`config.mk`:
```
export PLATFORM = sky130hd
export DESIGN_NAME = adam_isqrt
export DESIGN_NICKNAME = d
export VERILOG_FILES = /design/src/hw/rtl/adam_pkg.sv /design/src/hw/rtl/adam_isqrt.sv
export SDC_FILE = /design/constraint.sdc
export NUM_CORES = 1
export LEC_CHECK = 0
export ABC_AREA = 1
export BUFFER_PORTS_ARGS = -buffer_cell sky130_fd_sc_hd__buf_2
export CORE_MARGIN = 4
export CORE_UTILIZATION = 40
export CTS_CLUSTER_DIAMETER = 150
export DETAILED_ROUTE_END_ITERATION = 10
export GPL_ROUTABILITY_DRIVEN = 1
export PLACE_DENSITY = 0.61
export SETUP_SLACK_MARGIN = 0.02
export SLEW_MARGIN = 20
export SYNTH_ARGS = -nofsm -noshare
export SYNTH_HDL_FRONTEND = slang
export SYNTH_SLANG_ARGS = --single-unit
```
`constraint.sdc`:
```
create_clock -name clk -period 5.64 [get_ports clk]
set_clock_uncertainty 0.05 [all_clocks]
set_input_delay 1.128 -clock clk [delete_from_list [all_inputs] [get_ports clk]]
set_output_delay 1.128 -clock clk [all_outputs]
set_load 0.005 [all_outputs]
```
`src/hw/rtl/adam_pkg.sv`:
```
package adam_pkg;

    localparam int WEIGHT_DEPTH_DEF = 4096;

    localparam int IDX_W   = 12;
    localparam int DATA_W  = 32;
    localparam int MOM2_W  = 48;
    localparam int BETA_W  = 16;
    localparam int LR_W    = 24;
    localparam int PDATA_W = 64;
    localparam int PADDR_W = 5;

    localparam logic [LR_W-1:0]   LEARN_RATE_RST = 24'd16777;
    localparam logic [BETA_W-1:0] BETA_ONE_RST   = 16'd58982;
    localparam logic [BETA_W-1:0] BETA_TWO_RST   = 16'd65470;
    localparam logic [MOM2_W-1:0] EPS_VALUE_RST  = 48'd109951;

    // one in Q0.32, saturated
    localparam logic [31:0] POWER_ONE = 32'hFFFF_FFFF;

    typedef enum logic [1:0] {
        REG_LEARN_RATE = 2'd0,
        REG_BETA_ONE   = 2'd1,
        REG_BETA_TWO   = 2'd2,
        REG_EPS_VALUE  = 2'd3
    } cfg_reg_t;

    typedef enum logic {
        DIV_Q32 = 1'b0,
        DIV_Q35 = 1'b1
    } div_mode_t;

    typedef struct packed {
        logic [IDX_W-1:0]         elem_index;
        logic signed [DATA_W-1:0] gradient;
        logic signed [DATA_W-1:0] weight_in;
        logic                     step_start;
    } adam_req_t;

    typedef struct packed {
        logic [IDX_W-1:0]         index_out;
        logic signed [DATA_W-1:0] weight_out;
        logic                     saturated;
    } adam_rsp_t;

    typedef struct packed {
        logic        start;
        logic [63:0] radicand;
    } sqrt_req_t;

    typedef struct packed {
        logic        done;
        logic [31:0] root;
    } sqrt_rsp_t;

    typedef struct packed {
        logic        start;
        div_mode_t   mode;
        logic [63:0] dividend;
        logic [32:0] divisor;
    } div_req_t;

    typedef struct packed {
        logic        done;
        logic        ovf;
        logic [34:0] quotient;
    } div_rsp_t;

endpackage

```
`src/hw/rtl/adam_isqrt.sv`:
```
// Floor square root of a 64-bit radicand, two radicand bits per cycle.
module adam_isqrt (
    input  logic                  clk,
    input  logic                  rst_n,
    input  adam_pkg::sqrt_req_t   req,
    output adam_pkg::sqrt_rsp_t   rsp
);
    localparam int ITER = 32;

    logic        busy_reg;
    logic        done_reg;
    logic [4:0]  cnt_reg;
    logic [63:0] rad_reg;
    logic [33:0] rem_reg;
    logic [31:0] root_reg;

    logic [35:0] rem_sh;
    logic [35:0] trial;
    logic        take;
    logic [35:0] rem_diff;
    logic [33:0] rem_next;
    logic [31:0] root_next;

    always_comb
    begin
        rem_sh    = {rem_reg, rad_reg[63:62]};
        trial     = {2'b00, root_reg, 2'b01};
        take      = (rem_sh >= trial);
        rem_diff  = take ? (rem_sh - trial) : rem_sh;
        rem_next  = rem_diff[33:0];
        root_next = {root_reg[30:0], take};
    end

    always_ff @(posedge clk or negedge rst_n)
    begin
        if (!rst_n)
        begin
            busy_reg <= 1'b0;
            done_reg <= 1'b0;
            cnt_reg  <= '0;
            rad_reg  <= '0;
            rem_reg  <= '0;
            root_reg <= '0;
        end
        else
        begin
            if (req.start)
            begin
                busy_reg <= 1'b1;
                done_reg <= 1'b0;
                cnt_reg  <= 5'(ITER - 1);
                rad_reg  <= req.radicand;
                rem_reg  <= '0;
                root_reg <= '0;
            end
            else if (busy_reg)
            begin
                rad_reg  <= {rad_reg[61:0], 2'b00};
                rem_reg  <= rem_next;
                root_reg <= root_next;
                cnt_reg  <= cnt_reg - 5'd1;
                done_reg <= (cnt_reg == '0);
                if (cnt_reg == '0)
                begin
                    busy_reg <= 1'b0;
                end
            end
            else
            begin
                done_reg <= 1'b0;
            end
        end
    end

    assign rsp.done = done_reg;
    assign rsp.root = root_reg;
endmodule

```
## Yosys cells after proc, flatten, opt, wreduce, memory -nomap -nowiden

Cells that the tools add are included.

| storage, ports and cells | value |
|---|---|
| logic and storage cells | 25 |
| flip-flop bits (word level) | 137 |
| bits of input ports | 67 |
| output and inout port bits | 33 |

| operators by class | value |
|---|---|
| order comparisons | 1 |
| add/sub/neg operators | 2 |
| multiplexer cells | 14 |
| reductions and logical operators | 2 |

Operator list:

| operator | count |
|---|---|
| 2-to-1 mux 64 bit | 2 |
| 2-to-1 mux 34 bit | 3 |
| 2-to-1 mux 32 bit | 2 |
| greater-or-equal comparator 36 x 34 -> 1 bit | 1 |
| subtractor 34 bit | 1 |
| 2-to-1 mux 5 bit | 2 |
| zero test 5 bit | 1 |
| 2-to-1 mux 1 bit | 5 |
| subtractor 5 x 1 -> 5 bit, second input constant | 1 |
| nonzero test 2 bit | 1 |

## Depth between registers and ports, before layout

| logic depth | value |
|---|---|
| word-level depth | 4 |
| mapped depth | 17 |
| gate-level depth less buffers | 17 |

## Worst setup path after synthesis

Ideal clock, no wire load.

| path | value |
|---|---|
| kind | input to register |
| from | input req[64] in the netlist's numbering |
| to | register root_reg[10] |
| path buffers | 2 |
| arrival | 2.147 ns |
| stages | 5 |
| path slack | 3.359 ns |
| cells stage by stage | buf_2 nor2_1 inv_1 clkbuf_1 o22ai_1 |

| between the ends | value |
|---|---|
| word-level cells in the longest chain between the ends | 1 |
| elaborated cells on any way between the ends | 2 |

RTL lines:

| what | line | source |
|---|---|---|
| start: declaration | adam_isqrt.sv:5 | `input adam_pkg::sqrt_req_t req,` |
| 2-to-1 mux 32 bit or nonzero test 2 bit (tied branches) | n/a |  |
| end signal: assignment | adam_isqrt.sv:60 | `root_reg <= root_next;` |
| end: declaration | adam_isqrt.sv:15 | `logic [31:0] root_reg;` |

Parallel ways exist; a longest one is shown, timed or not.
A chain may end at the register's enable or synchronous reset.

## Worst setup path in the final report

| path | value |
|---|---|
| from | register root_reg[19] |
| to | register rem_reg[23] |

| between the ends | value |
|---|---|
| word-level cells in the longest chain between the ends | 4 |
| elaborated cells on any way between the ends | 5 |

RTL lines:

| what | line | source |
|---|---|---|
| subtractor 34 bit or greater-or-equal comparator 36 x 34 -> 1 bit (tied branches) | adam_isqrt.sv:29, adam_isqrt.sv:28 |  |
| 2-to-1 mux 34 bit * | adam_isqrt.sv:29 | `rem_diff = take ? (rem_sh - trial) : rem_sh;` |
| 2-to-1 mux 34 bit * | adam_isqrt.sv:56 | `else if (busy_reg)` |
| 2-to-1 mux 34 bit * | adam_isqrt.sv:47 | `if (req.start)` |
| end signal: assignment | adam_isqrt.sv:59 | `rem_reg <= rem_next;` |
| end: declaration | adam_isqrt.sv:14 | `logic [33:0] rem_reg;` |

Mark *: on every way between the ends. The rest lies on a longest branch, timed or not. The select of a mux whose other input is x is not followed.

==> flow_metrics.env <==
export IMPL_path_clk_slew_ns=0.07
export IMPL_maxSlewViolCount=0
export IMPL_syn_nets=1371
export IMPL_fin_setup_tns_ns=0
export IMPL_place_congestion=0.9069
export IMPL_grt_use_total_pct=18.64
export IMPL_critPathKind="register to register"
export IMPL_setup_ws_ns=2.734
export IMPL_chipHeight_um=157.9
export IMPL_dp_cells=1604
export IMPL_first_global_vias=7781
export IMPL_setup_violations=0
export IMPL_cts_tree="built"
export IMPL_post_cts_repair_setup_buffers=0
export IMPL_critPathCaptureType="register"
export IMPL_grt_pass1_wl_um=37650
export IMPL_synth_adder_area_share_pct=5.010
export IMPL_cts_num_sinks=137
export IMPL_grt_start_max_net_pins=124
export IMPL_hp_start="rem_reg[33]$_DFFE_PN0P_"
export IMPL_period_minus_slack_ns=2.906
export IMPL_relSlewSlack_pct=29.08
export IMPL_grt_overflow_total=0
export IMPL_io_pins=100
export IMPL_synth_top_family_by_area="simple AND/OR/NAND/NOR gates"
export IMPL_syn_to_final_growth_pct=13.57
export IMPL_yosysTopAreaCell="dfrtp_1"
export IMPL_fin_crit_sh_pct=51.53
export IMPL_via_per_inst=4.886
export IMPL_utilization_pct=46.50
export IMPL_routed_wirelength_um=22320
export IMPL_hold_violations=0
export IMPL_layout_cells_non_filler=1637
export IMPL_cp_max_fo=35
export IMPL_min_delay_path_depth=2
export IMPL_drt_pass1_iter_count=4
export IMPL_die_w_um=157.9
export IMPL_drt_iter0_drc=388
export IMPL_synthSimpleGateAreaFrac_pct=29.74
export IMPL_synth_avg_cell_area_um2=7.090
export IMPL_clock_path_buffers=2
export IMPL_reg2reg_to="rem_reg[23]$_DFFE_PN0P_"
export IMPL_antenna_left=0
export IMPL_peakVddDrop_v=0.0002589
export IMPL_place_hpwl_um=16000
export IMPL_synth_cell_type_count=35
export IMPL_worstHoldEndpoint="rem_reg[33]$_DFFE_PN0P_"
export IMPL_cap_viol_max_count=0
export IMPL_holdCritPathClass="register to register"
export IMPL_via_count=7998
export IMPL_r2r_setup_slack_ns=2.73
export IMPL_yosys_area_top_type_share_pct=38.14
export IMPL_r2r_cells=14
export IMPL_muxShareOfSynthArea_pct=0
export IMPL_dieArea_mm2=0.02494
export IMPL_cp_arrival_ns=3.18
export IMPL_syn_area_mm2=0.008990
export IMPL_drc=0
export IMPL_htreeDepth=4
export IMPL_postSynthCellCount=1268
export IMPL_ys_warn_count=0
export IMPL_fmax_ghz=0.3441
export IMPL_wl_per_cell_um=13.63
export IMPL_outcome="finished, final reports clean"
export IMPL_cts_resized=0
export IMPL_clk_latency_ns=0.43
export IMPL_largest_reg_flops=64
export IMPL_synth_xor_area_share_pct=1.656
export IMPL_portBuffers=99
export IMPL_power_leakage_nw=5.564
export IMPL_hold_buffers=0
export IMPL_coreArea_mm2=0.02196
export IMPL_synth_compound_area_share_pct=13.36
export IMPL_antenna_found_initial=5
export IMPL_cts_buffers=17
export IMPL_reg2reg_from="root_reg[19]$_DFFE_PN0P_"
export IMPL_rsz0062_at_grt="no"
export IMPL_final_nets=1446
export IMPL_ys_seq_area_share_pct=38.14
export IMPL_clock_root_buffer="clkbuf_16"
export IMPL_worstMarginPinSlew_ns=1.064
export IMPL_required_ns=5.92
export IMPL_start_util_pct=40.94
export IMPL_rows=54
export IMPL_drive_gt1_share_pct=13.27
export IMPL_synth_area_leaders="dfrtp_1 38%, nand2_1 18%, inv_1 9.2%"
export IMPL_cp_start_kind="register"
export IMPL_dp_slack_ns=2.252
export IMPL_p_per_area_mw_per_mm2=509.9
export IMPL_synth_seq_cells=137
==> where the power goes <==
| group | internal, mW | switching, mW |
|---|---|---|
| combinational | 1.02 | 1.88 |
| clock | 0.582 | 0.502 |
| sequential | 1.14 | 0.0926 |
==> worst max-delay path, cell delays in order, from the launching register on <==
cell and delay (ns):
dfrtp_1 0.34, inv_1 0.07, ha_1 0.39, nand2_1 0.19
nor2_4 0.06, nand2_2 0.10, nor2_4 0.06, nand2_2 0.08
a21oi_4 0.06, nor2_4 0.63, nand2_8 0.31, nand2_4 0.21
nand2_1 0.09, nand2_1 0.10, nand2_1 0.06
==> area by class of cell <==
type / instances / area (um2)
clock inverters: 14 / 128.9
diodes: 1 / 2.502
clock buffers: 18 / 429.2
repair buffers: 105 / 546.8
flip-flops and latches: 137 / 3428
fillers: 2278 / 11750
well taps: 280 / 350.3
inverters: 224 / 844.6
multi-input cells: 858 / 4479
==> through the flow <==
| step | hold slack, ns | total power, mW | cell area, um2 |
|---|---|---|---|
| after floorplan | 0.3995 | 3.559 | 8990 |
| after global placement | 0.4148 | 4.114 | 9649 |
| after detailed placement | 0.4238 | 4.136 | 9649 |
| after CTS | 0.4359 | 5.246 | 10210 |
| after global routing | 0.4420 | 5.730 | 10210 |
| final | 0.4351 | 5.206 | 10210 |
==> Yosys cell counts (all sizes together) <==
| master | instances |
|---|---|
| o22ai | 32 |
| nand3 | 59 |
| buf | 20 |
| nand4 | 5 |
| clkbuf | 29 |
| nand3b | 35 |
| a21oi | 29 |
| nand2 | 449 |
| dfrtp | 137 |
| inv | 224 |
| a21o | 2 |
| nor2 | 50 |
| and2 | 4 |
| o211ai | 61 |
| nor3 | 5 |
| ha | 36 |
| o21ai | 72 |
| xor2 | 4 |
| o21a | 1 |
| nor4 | 1 |
| xnor2 | 13 |
==> layer usage <==
| metal | part of all wire (%) | GRT usage [%] | vias to the layer above |
|---|---|---|---|
| met5 | 0.24 | 0 | - |
| li1 | - | - | 4171 |
| met2 | 45 | 30.44 | 156 |
| met1 | 47 | 24.14 | 3632 |
| met3 | 6.4 | 5.987 | 31 |
| met4 | 1.4 | 4.547 | 8 |
==> worst max path at each step <==
| stage | start | endpoint | cells after the start | slack [ns] |
|---|---|---|---|---|
| floorplan | req[64] | root_reg[10]$_DFFE_PN0P_ | 5 | 3.36 |
| global placement | req[64] | rad_reg[62]$_DFFE_PN0P_ | 7 | 2.30 |
| detailed placement | req[64] | rad_reg[62]$_DFFE_PN0P_ | 7 | 2.25 |
| CTS | root_reg[19]$_DFFE_PN0P_ | rem_reg[23]$_DFFE_PN0P_ | 14 | 2.69 |
| global route | root_reg[14]$_DFFE_PN0P_ | rem_reg[23]$_DFFE_PN0P_ | 14 | 2.49 |
| finish | root_reg[19]$_DFFE_PN0P_ | rem_reg[23]$_DFFE_PN0P_ | 14 | 2.73 |
==> kinds of logic after synthesis <==
group | count (synthesis)
AOI/OAI and AO/OA | 197
DFF | 137
adders and majority gates | 36
xor gates and xnor gates | 17
and+or+nand+nor | 608
buffers and inverters | 273
==> layout by cell type (no fill, tap or decap), types with 2 or more instances in the layout <==
cell type and instances:
nand2_1 426, nor2_1 38, nor3_1 4, and2_1 4, nor2_4 5, nand4_1 5, clkinv_4 2, nor2_2 7
ha_1 36, o211ai_1 61, nand2_2 19, nand3b_1 35, a21oi_1 27, nand3_1 58, dfrtp_1 137, buf_4 6
o22ai_1 32, a21o_1 2, clkinvlp_4 3, inv_2 3, o21ai_0 72, inv_6 5, xnor2_1 13, buf_2 98
nand2_8 2, nand2_4 2, inv_8 4, clkbuf_16 17, inv_1 219, xor2_1 4
Power figures use the tool's default switching activity.
