## src/hw/rtl/adam_pkg.sv

```systemverilog
package adam_pkg;

    localparam int WEIGHT_DEPTH_DEF = 4096;

    localparam int IDX_W   = 12;
    localparam int DATA_W  = 32;
    localparam int MOM2_W  = 48;
    localparam int BETA_W  = 16;
    localparam int LR_W    = 24;
    localparam int PDATA_W = 64;
    localparam int PADDR_W = 5;

    localparam logic [LR_W-1:0]   LEARN_RATE_RST = 24'd16777;
    localparam logic [BETA_W-1:0] BETA_ONE_RST   = 16'd58982;
    localparam logic [BETA_W-1:0] BETA_TWO_RST   = 16'd65470;
    localparam logic [MOM2_W-1:0] EPS_VALUE_RST  = 48'd109951;

    // one in Q0.32, saturated
    localparam logic [31:0] POWER_ONE = 32'hFFFF_FFFF;

    typedef enum logic [1:0] {
        REG_LEARN_RATE = 2'd0,
        REG_BETA_ONE   = 2'd1,
        REG_BETA_TWO   = 2'd2,
        REG_EPS_VALUE  = 2'd3
    } cfg_reg_t;

    typedef enum logic {
        DIV_Q32 = 1'b0,
        DIV_Q35 = 1'b1
    } div_mode_t;

    typedef struct packed {
        logic [IDX_W-1:0]         elem_index;
        logic signed [DATA_W-1:0] gradient;
        logic signed [DATA_W-1:0] weight_in;
        logic                     step_start;
    } adam_req_t;

    typedef struct packed {
        logic [IDX_W-1:0]         index_out;
        logic signed [DATA_W-1:0] weight_out;
        logic                     saturated;
    } adam_rsp_t;

    typedef struct packed {
        logic        start;
        logic [63:0] radicand;
    } sqrt_req_t;

    typedef struct packed {
        logic        done;
        logic [31:0] root;
    } sqrt_rsp_t;

    typedef struct packed {
        logic        start;
        div_mode_t   mode;
        logic [63:0] dividend;
        logic [32:0] divisor;
    } div_req_t;

    typedef struct packed {
        logic        done;
        logic        ovf;
        logic [34:0] quotient;
    } div_rsp_t;

endpackage

```

## src/hw/rtl/adam_div.sv

```systemverilog
// Restoring divider, one quotient bit per cycle. The quotient is 32 or 35
// bits; a larger quotient is flagged as overflow at start.
module adam_div (
    input  logic                 clk,
    input  logic                 rst_n,
    input  adam_pkg::div_req_t   req,
    output adam_pkg::div_rsp_t   rsp
);
    logic        busy_reg;
    logic        done_reg;
    logic        ovf_reg;
    logic [5:0]  cnt_reg;
    logic [63:0] lo_reg;
    logic [32:0] rem_reg;
    logic [32:0] div_reg;
    logic [34:0] q_reg;

    logic [32:0] hi_start;
    logic [63:0] lo_start;
    logic [5:0]  cnt_start;
    logic [33:0] rem_sh;
    logic        ge;
    logic [33:0] rem_diff;

    always_comb
    begin
        if (req.mode == adam_pkg::DIV_Q35)
        begin
            hi_start  = 33'(req.dividend[63:35]);
            lo_start  = {req.dividend[34:0], 29'd0};
            cnt_start = 6'd34;
        end
        else
        begin
            hi_start  = 33'(req.dividend[63:32]);
            lo_start  = {req.dividend[31:0], 32'd0};
            cnt_start = 6'd31;
        end
        rem_sh   = {rem_reg, lo_reg[63]};
        ge       = (rem_sh >= {1'b0, div_reg});
        rem_diff = ge ? (rem_sh - {1'b0, div_reg}) : rem_sh;
    end

    always_ff @(posedge clk or negedge rst_n)
    begin
        if (!rst_n)
        begin
            busy_reg <= 1'b0;
            done_reg <= 1'b0;
            ovf_reg  <= 1'b0;
            cnt_reg  <= '0;
            lo_reg   <= '0;
            rem_reg  <= '0;
            div_reg  <= '0;
            q_reg    <= '0;
        end
        else
        begin
            if (req.start)
            begin
                div_reg <= req.divisor;
                rem_reg <= hi_start;
                lo_reg  <= lo_start;
                cnt_reg <= cnt_start;
                q_reg   <= '0;
                if (hi_start >= req.divisor)
                begin
                    ovf_reg  <= 1'b1;
                    done_reg <= 1'b1;
                end
                else
                begin
                    ovf_reg  <= 1'b0;
                    done_reg <= 1'b0;
                    busy_reg <= 1'b1;
                end
            end
            else if (busy_reg)
            begin
                lo_reg   <= {lo_reg[62:0], 1'b0};
                rem_reg  <= rem_diff[32:0];
                q_reg    <= {q_reg[33:0], ge};
                cnt_reg  <= cnt_reg - 6'd1;
                done_reg <= (cnt_reg == '0);
                if (cnt_reg == '0)
                begin
                    busy_reg <= 1'b0;
                end
            end
            else
            begin
                done_reg <= 1'b0;
            end
        end
    end

    assign rsp.done     = done_reg;
    assign rsp.ovf      = ovf_reg;
    assign rsp.quotient = q_reg;
endmodule

```

## config.mk

```make
export PLATFORM = sky130hd
export DESIGN_NAME = adam_div
export DESIGN_NICKNAME = d
export VERILOG_FILES = /design/src/hw/rtl/adam_pkg.sv /design/src/hw/rtl/adam_div.sv
export SDC_FILE = /design/constraint.sdc
export NUM_CORES = 1
export LEC_CHECK = 0
export BUFFER_PORTS_ARGS = -buffer_cell sky130_fd_sc_hd__buf_4
export CORE_ASPECT_RATIO = 2
export CORE_UTILIZATION = 59
export CTS_CLUSTER_DIAMETER = 40
export DETAILED_ROUTE_END_ITERATION = 8
export GPL_TIMING_DRIVEN = 1
export PLACE_DENSITY = 0.82
export SETUP_SLACK_MARGIN = 0.4
export SLEW_MARGIN = 25
export SYNTH_ARGS = -nofsm -noshare
export SYNTH_HDL_FRONTEND = slang
export SYNTH_SLANG_ARGS = --single-unit
```

## constraint.sdc

```tcl
create_clock -name clk -period 3.6 [get_ports clk]
set_input_delay 0.36 -clock clk [delete_from_list [all_inputs] [get_ports clk]]
set_output_delay 0.36 -clock clk [all_outputs]
set_load 0.02 [all_outputs]
```

[Word-level counts from Yosys, hierarchy flattened]
Index checks and enable logic that the tools add are counted.
Word-level totals
  bits in registers: 174
  bits of input ports: 101
  output and inout bits: 37
  word-level logic and storage cells: 34
Cells by class
  add/subtract/negate cells: 2
  magnitude comparators: 2
  eq/ne operators: 1
  muxes and demuxes: 19
  reduce and logical (&&, ||, !) cells: 2
Operator list (count)
  $mux W64: 3
  $mux W33: 3
  $mux W35: 2
  $ge A34 B33 Y1: 1
  $ge A32 B33 Y1: 1
  $sub A33 B33 Y33: 1
  $mux W32: 1
  $mux W6: 3
  $mux W1: 7
  $logic_not A6 Y1: 1
  $sub A6 B1 Y6 const B: 1
  $ne A2 B2 Y1 const B: 1
  $reduce_bool A2 Y1: 1

[Depth between registers and ports, before layout]
Gate-level depths: netlist of run 1.
  depth in word-level cells: 4
  gate-level depth with buffers: 16
  depth with buffers taken out: 13

[Worst setup path after synthesis of run 1]
OpenSTA, ideal clock, no wires.
  kind: input-to-reg
  start: input port req[97] (netlist name)
  end: register done_reg
  library setup time: 0.134 ns
  data arrival time: 2.941 ns
  data required time: 3.466 ns
  slack: 0.524 ns
  stages on the path: 13
  buffers on the path: 2
  cell sequence: clkbuf_1 > clkbuf_1 > mux2_2 > ha_1 > a21o_1 > a21o_1 > a211oi_1 > o21ai_0 > a21oi_1 > a21oi_1 > a2111oi_0 > o22a_1 > o22ai_1
On the way
  longest elaborated chain between the ends: 4
RTL lines
  from (decl): RTL line adam_div.sv:6  | input adam_pkg::div_req_t req,
  $mux W32: RTL line adam_div.sv:27  | if (req.mode == adam_pkg::DIV_Q35)
  $ge A32 B33 Y1: RTL line adam_div.sv:66  | if (hi_start >= req.divisor)
  $mux W1: RTL line adam_div.sv:66
  $mux W1: RTL line adam_div.sv:59  | if (req.start)
  to (signal assigned): RTL line adam_div.sv:84  | done_reg <= (cnt_reg == '0);
  to (decl): RTL line adam_div.sv:10  | logic done_reg;
No other way between the ends.
A chain may end at the register's enable or synchronous reset.

[Worst setup path after layout of run 1]
  start: register lo_reg[63]
  end: register rem_reg[32]
On the way
  longest elaborated chain between the ends: 4
  elaborated cells between the ends (all ways): 5
  classes of those cells: add/sub: 1; order compare: 1; mux: 3
RTL lines
  from (decl): RTL line adam_div.sv:13  | logic [63:0] lo_reg;
  from (signal assigned): RTL line adam_div.sv:63  | lo_reg <= lo_start;
  from (signal assigned): RTL line adam_div.sv:80  | lo_reg <= {lo_reg[62:0], 1'b0};
  $sub A33 B33 Y33 or $ge A34 B33 Y1 (tied branches): RTL line adam_div.sv:41, adam_div.sv:40
  $mux W33 (*): RTL line adam_div.sv:41  | rem_diff = ge ? (rem_sh - {1'b0, div_reg}) : rem_sh;
  $mux W33 (*): RTL line adam_div.sv:78  | else if (busy_reg)
  $mux W33 (*): RTL line adam_div.sv:59
  to (signal assigned): RTL line adam_div.sv:62  | rem_reg <= hi_start;
  to (signal assigned): RTL line adam_div.sv:81  | rem_reg <= rem_diff[32:0];
  to (decl): RTL line adam_div.sv:14  | logic [32:0] rem_reg;
Mark *: on every way between the ends. The rest lies on a longest branch, timed or not. The select of a mux whose other input is x is not followed.

==> summary.txt, run 1 <==
status: complete, but fails checks
failing checks: hold timing
Req. time, crit path: 3.96 ns
Via Count: 8732
post-synth top area share: 36.9%
endpoints failing hold: 15
clk_skew: 0.00822 ns
final critical-path setup slack: 0.391 ns
relative slew slack: 39.9%
number of synthesized register bits: 145
RSZ-0062 raised after global routing: yes
CTS Buf Count: 17
Tot GR Track Use: 31.7%
Port Buf Inserts: 137
DRC: 0
fmax: 312 MHz
post-cts hold buffer count: 0
Synth area leader: dfrtp_1
first-pass GRT wire length: 42.0 mm
Leakage: 5.92 nW
# clock sinks: 145
CTS HTree Levels: 4
overall routed net length: 26.6 mm
worst hold slack: -0.0424 ns
Final Max Slew Viols: 0
worst slew pin tran: 0.902 ns
Setup TNS: 0 ns
post-synthesis cell type count: 64
nets@finish: 1384
syn_area_per_cell: 8.99 µm²
Core Util, Final: 72.5%
Post-synth EDFFs: 0
top-count cell post-synth: dfrtp_1
flop2flop setup slack: 0.39 ns
core area: 16300 µm²
largest cells by area after synthesis: dfrtp_1, ha_1, mux2i_1
CTS max path bufs: 2
initial DRC count: 580
Antenna Nets Post-Route: 0
Syn Std Cell Area: 9830 µm²
die width: 93.3 µm
pwr dens: 660 nW/µm²
HPWL after DPL: 18.9 mm
Die Ht: 185 µm
Crit. End Element: register
Clock Latency Late Sink: 0.43 ns
drt pass-1 iters: 5
initial antenna violation count: 1
Power Total: 0.00778 W
fraction of registers with async set/reset: 100%
min Tclk post-route: 3.21 ns
# rows: 66
Final period util: 89.1%
layout cells sized above 1: 20.5%
GP Congestion: 0.956
root buf cell: clkbuf_16
CTS tree: done
Hold Crit Class: in2async
largest net degree at the start of global routing: 87
Critical Path Start Type: register
die area: 17200 µm²
CP Max Fanout: 4
most frequent cells after synthesis: dfrtp_1, a21oi_1, mux2i_1, inv_1, nor2_1
max cap viols: 0
GRT overflow: 0
Reg clk slew, reported paths: 0.06 ns
top_reg_cell synth: dfrtp_1
wire length per cell: 18.6 µm
Vias per Instance: 6.10
Diodes inserted: 0
CP Data Arrival Time: 3.57 ns
Setup violations, final: 0
Post-Syn Nets: 1262
Starting Density: 60.4%
Mapped Cells: 1093
crit path kind: reg2reg
pre-CTS setup slack: -0.105 ns
Ys Warns: 0
vias in the first global route: 8837
Layout Area Growth over Synthesis: 20.0%
post-synthesis sequential area ratio: 36.9%
VDD IR-drop max: 0.418 mV
IO Pins: 138
==> metal layers <==
| layer | wire (µm) | track usage (%) | vias up |
|---|---|---|---|
| met2 | 14100 | 57.6 | 364 |
| met5 | 0 | 0 | - |
| met4 | 1640 | 20.1 | 0 |
| met3 | 1410 | 5.61 | 130 |
| met1 | 9450 | 32.7 | 4110 |
| li1 | - | - | 4128 |
==> report_power, final <==
group,internal [W],switching [W],total [W]
Clock,0.00112,0.000694,0.00181
Sequential,0.00191,0.000217,0.00212
Combinational,0.00169,0.00215,0.00384
==> layout make-up <==
cell class,instances,area [µm²]
clock inverter,10,135
fill,1218,4480
sequential,145,3630
inverter,80,300
tap,204,255
clock buffer,21,460
multi-input combinational,806,5740
timing repair buffer,165,1260
==> cells by family (layout without fill, tap and decap cells) <==
family | count (synthesis) | in the layout | synth area share (%)
buf+inv | 144 | 276 | 5.91
xor+xnor | 30 | 30 | 2.67
fa+ha+maj | 68 | 68 | 8.74
compound gates | 322 | 324 | 20.5
simple gates | 270 | 270 | 13.2
mux | 114 | 114 | 12.0
flops | 145 | 145 | 36.9
==> final timing paths <==
check | from | to | cells past startpoint
worst max-delay path | lo_reg[63] | rem_reg[32] | 13
worst min-delay path | rst_n | div_reg[16] | 1
worst max register to register | lo_reg[63] | rem_reg[32] | 13
worst min register to register | q_reg[34] | q_reg[34] | 2
max in group asynchronous | rst_n | lo_reg[33] | 2
min in group clk | req[20] | div_reg[20] | 3
==> cells in the final DEF, fill, tap and decap left out, drive strengths merged, types with 4 or more instances in the layout <==
| master | n |
|---|---|
| mux2 | 31 |
| nor3 | 18 |
| a21o | 32 |
| xnor2 | 21 |
| o31ai | 6 |
| a31oi | 5 |
| o21a | 11 |
| inv | 80 |
| o21bai | 4 |
| dfrtp | 145 |
| clkbuf | 21 |
| a211oi | 47 |
| xor2 | 9 |
| nor2 | 80 |
| a21oi | 107 |
| mux2i | 83 |
| clkinv | 6 |
| nor2b | 37 |
| nor4 | 4 |
| nand3 | 12 |
| o21ai | 77 |
| nand4 | 11 |
| buf | 165 |
| a21boi | 7 |
| or3 | 11 |
| and3 | 13 |
| ha | 67 |
| nand2 | 70 |
==> repair_timing <==
action                     in CTS  in global routing
setup endpoints to repair      32                 33
cloned                          0                  2
resized for setup               6                 18
setup buffers                   1                  9
pin swaps                       1                 12
==> worst max-delay path, stage by stage, from the launching register on <==
cell and delay [ns]:
dfrtp_1 0.40, inv_2 0.09, ha_4 0.13, inv_2 0.04, fa_2 0.39, a211oi_2 0.22, o21ai_2 0.13, o31ai_4 0.29
o41a_1 0.27, a31oi_4 0.16, a211oi_2 0.27, nor3_1 0.08, or4b_1 0.53, a21oi_2 0.15
==> stage by stage <==
step           area (µm²)  cells
2_1_floorplan        9830   1093
3_3_place_gp        11000   1388
3_5_place_dp        11000   1388
4_1_cts             11600   1420
5_1_grt             11800   1431
6_report            11800   1431
(Power assumes the default switching activity.)
==> inputs of run 2 (changes only) <==
--- a/config.mk
+++ b/config.mk
@@ -7,11 +7,11 @@
 export LEC_CHECK = 0
 export BUFFER_PORTS_ARGS = -buffer_cell sky130_fd_sc_hd__buf_4
 export CORE_ASPECT_RATIO = 2
-export CORE_UTILIZATION = 59
+export CORE_UTILIZATION = 53
 export CTS_CLUSTER_DIAMETER = 40
 export DETAILED_ROUTE_END_ITERATION = 8
 export GPL_TIMING_DRIVEN = 1
-export PLACE_DENSITY = 0.82
+export PLACE_DENSITY = 0.78
 export SETUP_SLACK_MARGIN = 0.4
 export SLEW_MARGIN = 25
 export SYNTH_ARGS = -nofsm -noshare
==> constraint.sdc (replaced) <==
create_clock -name clk -period 2.9 [get_ports clk]
set_input_delay 0.29 -clock clk [delete_from_list [all_inputs] [get_ports clk]]
set_output_delay 0.29 -clock clk [all_outputs]
set_load 0.02 [all_outputs]
==> summary.txt, run 2 (synthesis gave the netlist of run 1 again) <==
HPWL after DPL: 21.3 mm (+13%)
CP startpoint: lo_reg[63]
end of the worst register-to-register path: rem_reg[32]
Clock Latency Late Sink: 0.43 ns (about the same)
CP max stage cell: or4b_4
Core Util, Final: 71.8% (-0.67 points)
Reg2Reg Depth: 13 (unchanged)
overall routed net length: 29.3 mm (+10%)
CTS HTree Levels: 4 (unchanged)
most frequent cells in the layout: buf_4, dfrtp_1, a21oi_1
largest net degree at the start of global routing: 81 (-6.9%)
Antenna Nets Post-Route: 0 (unchanged)
crit path kind: reg2reg
Port Buf Inserts: 137 (unchanged)
CTS max path bufs: 2 (unchanged)
layout cells sized above 1: 31.1% (+11 points)
root buf cell: clkbuf_16
Hold Crit Class: in2reg
Worst Path Buf+Inv: 2 (unchanged)
CTS Buf Count: 17 (unchanged)
fmax: 332 MHz (+6.6%)
Die Ht: 195 µm (+5.4%)
Top delay family on crit path: compound AO/OA/AOI/OAI gates
nets@finish: 1473 (+6.4%)
Layout Area Growth over Synthesis: 33.1%
post-route cell area: 13100 µm² (+11%)
Final Max Slew Viols: 0 (unchanged)
CP Max Fanout: 3 (-1)
endpoints failing hold: 0 (-15)
# rows: 70 (+6.1%)
CTS tree: done
min Tclk post-route: 3.01 ns (-0.200 ns)
CP Cell Sequence: inv_2, ha_4, inv_2, fa_2, a211oi_2, o21ai_2, o31ai_2, o41a_1, a31oi_4, a211oi_2, nor3_1, or4b_4, a21oi_2
die area: 19100 µm² (+11%)
drt pass-1 iters: 9 (+4)
Setup TNS: -1.53 ns (-1.53 ns)
RR Startpoint: lo_reg[63]
initial antenna violation count: 0 (-1)
worst slew pin tran: 0.964 ns (+0.0619 ns)
first-pass GRT wire length: 46.2 mm (+9.9%)
GRT overflow: 0 (unchanged)
Fill cells: 1404 (+15%)
Crit. End Element: register
pwr dens: 871 nW/µm² (+32%)
commonest non-fill, non-tap cell in the layout: buf_4
critical path endpoint: rem_reg[32]
max cap viols: 0 (unchanged)
die width: 98.3 µm (+5.4%)
Setup violations, final: 27 (+27)
Tot GR Track Use: 30.8% (-0.83 points)
initial DRC count: 383 (-34%)
core area: 18200 µm² (+12%)
Starting Density: 53.9% (-6.5 points)
# clock sinks: 145 (unchanged)
Final period util: 104% (+15 points)
Critical Path Start Type: register
Leakage: 6.47 nW (+9.4%)
status: complete, but fails checks
CP Depth: 13 (unchanged)
VDD IR-drop max: 0.606 mV (+45%)
IO Pins: 138 (unchanged)
Req. time, crit path: 3.25 ns (-0.71 ns)
wire length per cell: 19.1 µm (+2.9%)
vias in the first global route: 9699 (+9.8%)
Reg clk slew, reported paths: 0.07 ns (about the same)
relative slew slack: 35.6% (-4.3 points)
DRC: 7 (+7)
clk_skew: 0.00835 ns (+0.000124 ns)
Diodes inserted: 0 (unchanged)
RSZ-0062 raised after global routing: yes
failing checks: DRC, setup timing
Power Total: 0.0114 W (+46%)
GP Congestion: 0.914 (-4.4%)
final critical-path setup slack: -0.109 ns (-0.500 ns)
flop2flop setup slack: -0.11 ns (-0.50 ns)
placed cell area: 11900 µm² (+8.2%)
crit-path max cell delay: 0.49 ns (-0.04 ns)
Via Count: 9219 (+5.6%)
CP Data Arrival Time: 3.36 ns (-0.21 ns)
Vias per Instance: 6.01 (-1.4%)
-- run 2: worst min-delay path by stage --
stage	slack, ns	from	to	cells past startpoint
after floorplan	-0.006	rst_n	busy_reg	0
after global placement	0.35	rst_n	div_reg[15]	1
after detailed placement	0.36	rst_n	div_reg[13]	1
after CTS	0.07	req[18]	div_reg[18]	3
after global routing	0.08	req[5]	div_reg[5]	3
final	0.07	req[19]	div_reg[19]	3
-- run 2: timing repair --
item | CTS | global route
buffers inserted | 12 | 8
endpoints found under the setup margin | 37 | 37
pin swaps | 22 | 21
hold buffers | 1 | 0
gates cloned | 1 | 1
resized for setup | 42 | 53
endpoints found under the hold margin | 69 | 0
-- run 2: worst min-delay path, stage by stage --
cell     delay [ns]
buf_4          0.08
nand2_1        0.04
o21ai_0        0.06
-- run 2: metal layers --
layer | global-route usage [%] | wire [µm] | vias to the layer above
met5 | 0 | 0 | -
met4 | 22.4 | 1870 | 0
met3 | 5.61 | 1260 | 134
met2 | 57.7 | 15800 | 308
met1 | 29.4 | 10400 | 4464
li1 | - | - | 4313
-- run 2: power breakdown --
group          internal, W  leakage [nW]  total (W)  switching [W]
Combinational      0.00326          4.41    0.00654        0.00328
Sequential         0.00237          1.78    0.00266       0.000300
Clock              0.00124         0.290    0.00219       0.000946
-- run 2: cell type report --
type	count	area, µm²	share of cell area [%]
Tap cell	216	270	2.07
Inverter	80	300	2.30
Sequential cell	145	3630	27.8
Clock buffer	19	453	3.46
Multi-Input combinational cell	804	6200	47.4
Timing Repair Buffer	256	2100	16.0
Clock inverter	13	126	0.966
-- run 2: stage by stage --
step | cells | setup slack [ns] | hold WS, ns
6_report | 1533 | -0.109 | 0.0721
3_3_place_gp | 1478 | -0.0804 | 0.353
2_1_floorplan | 1093 | -0.00289 | -0.00559
5_1_grt | 1533 | -0.254 | 0.0782
3_5_place_dp | 1478 | -0.210 | 0.363
4_1_cts | 1524 | -0.0635 | 0.0670
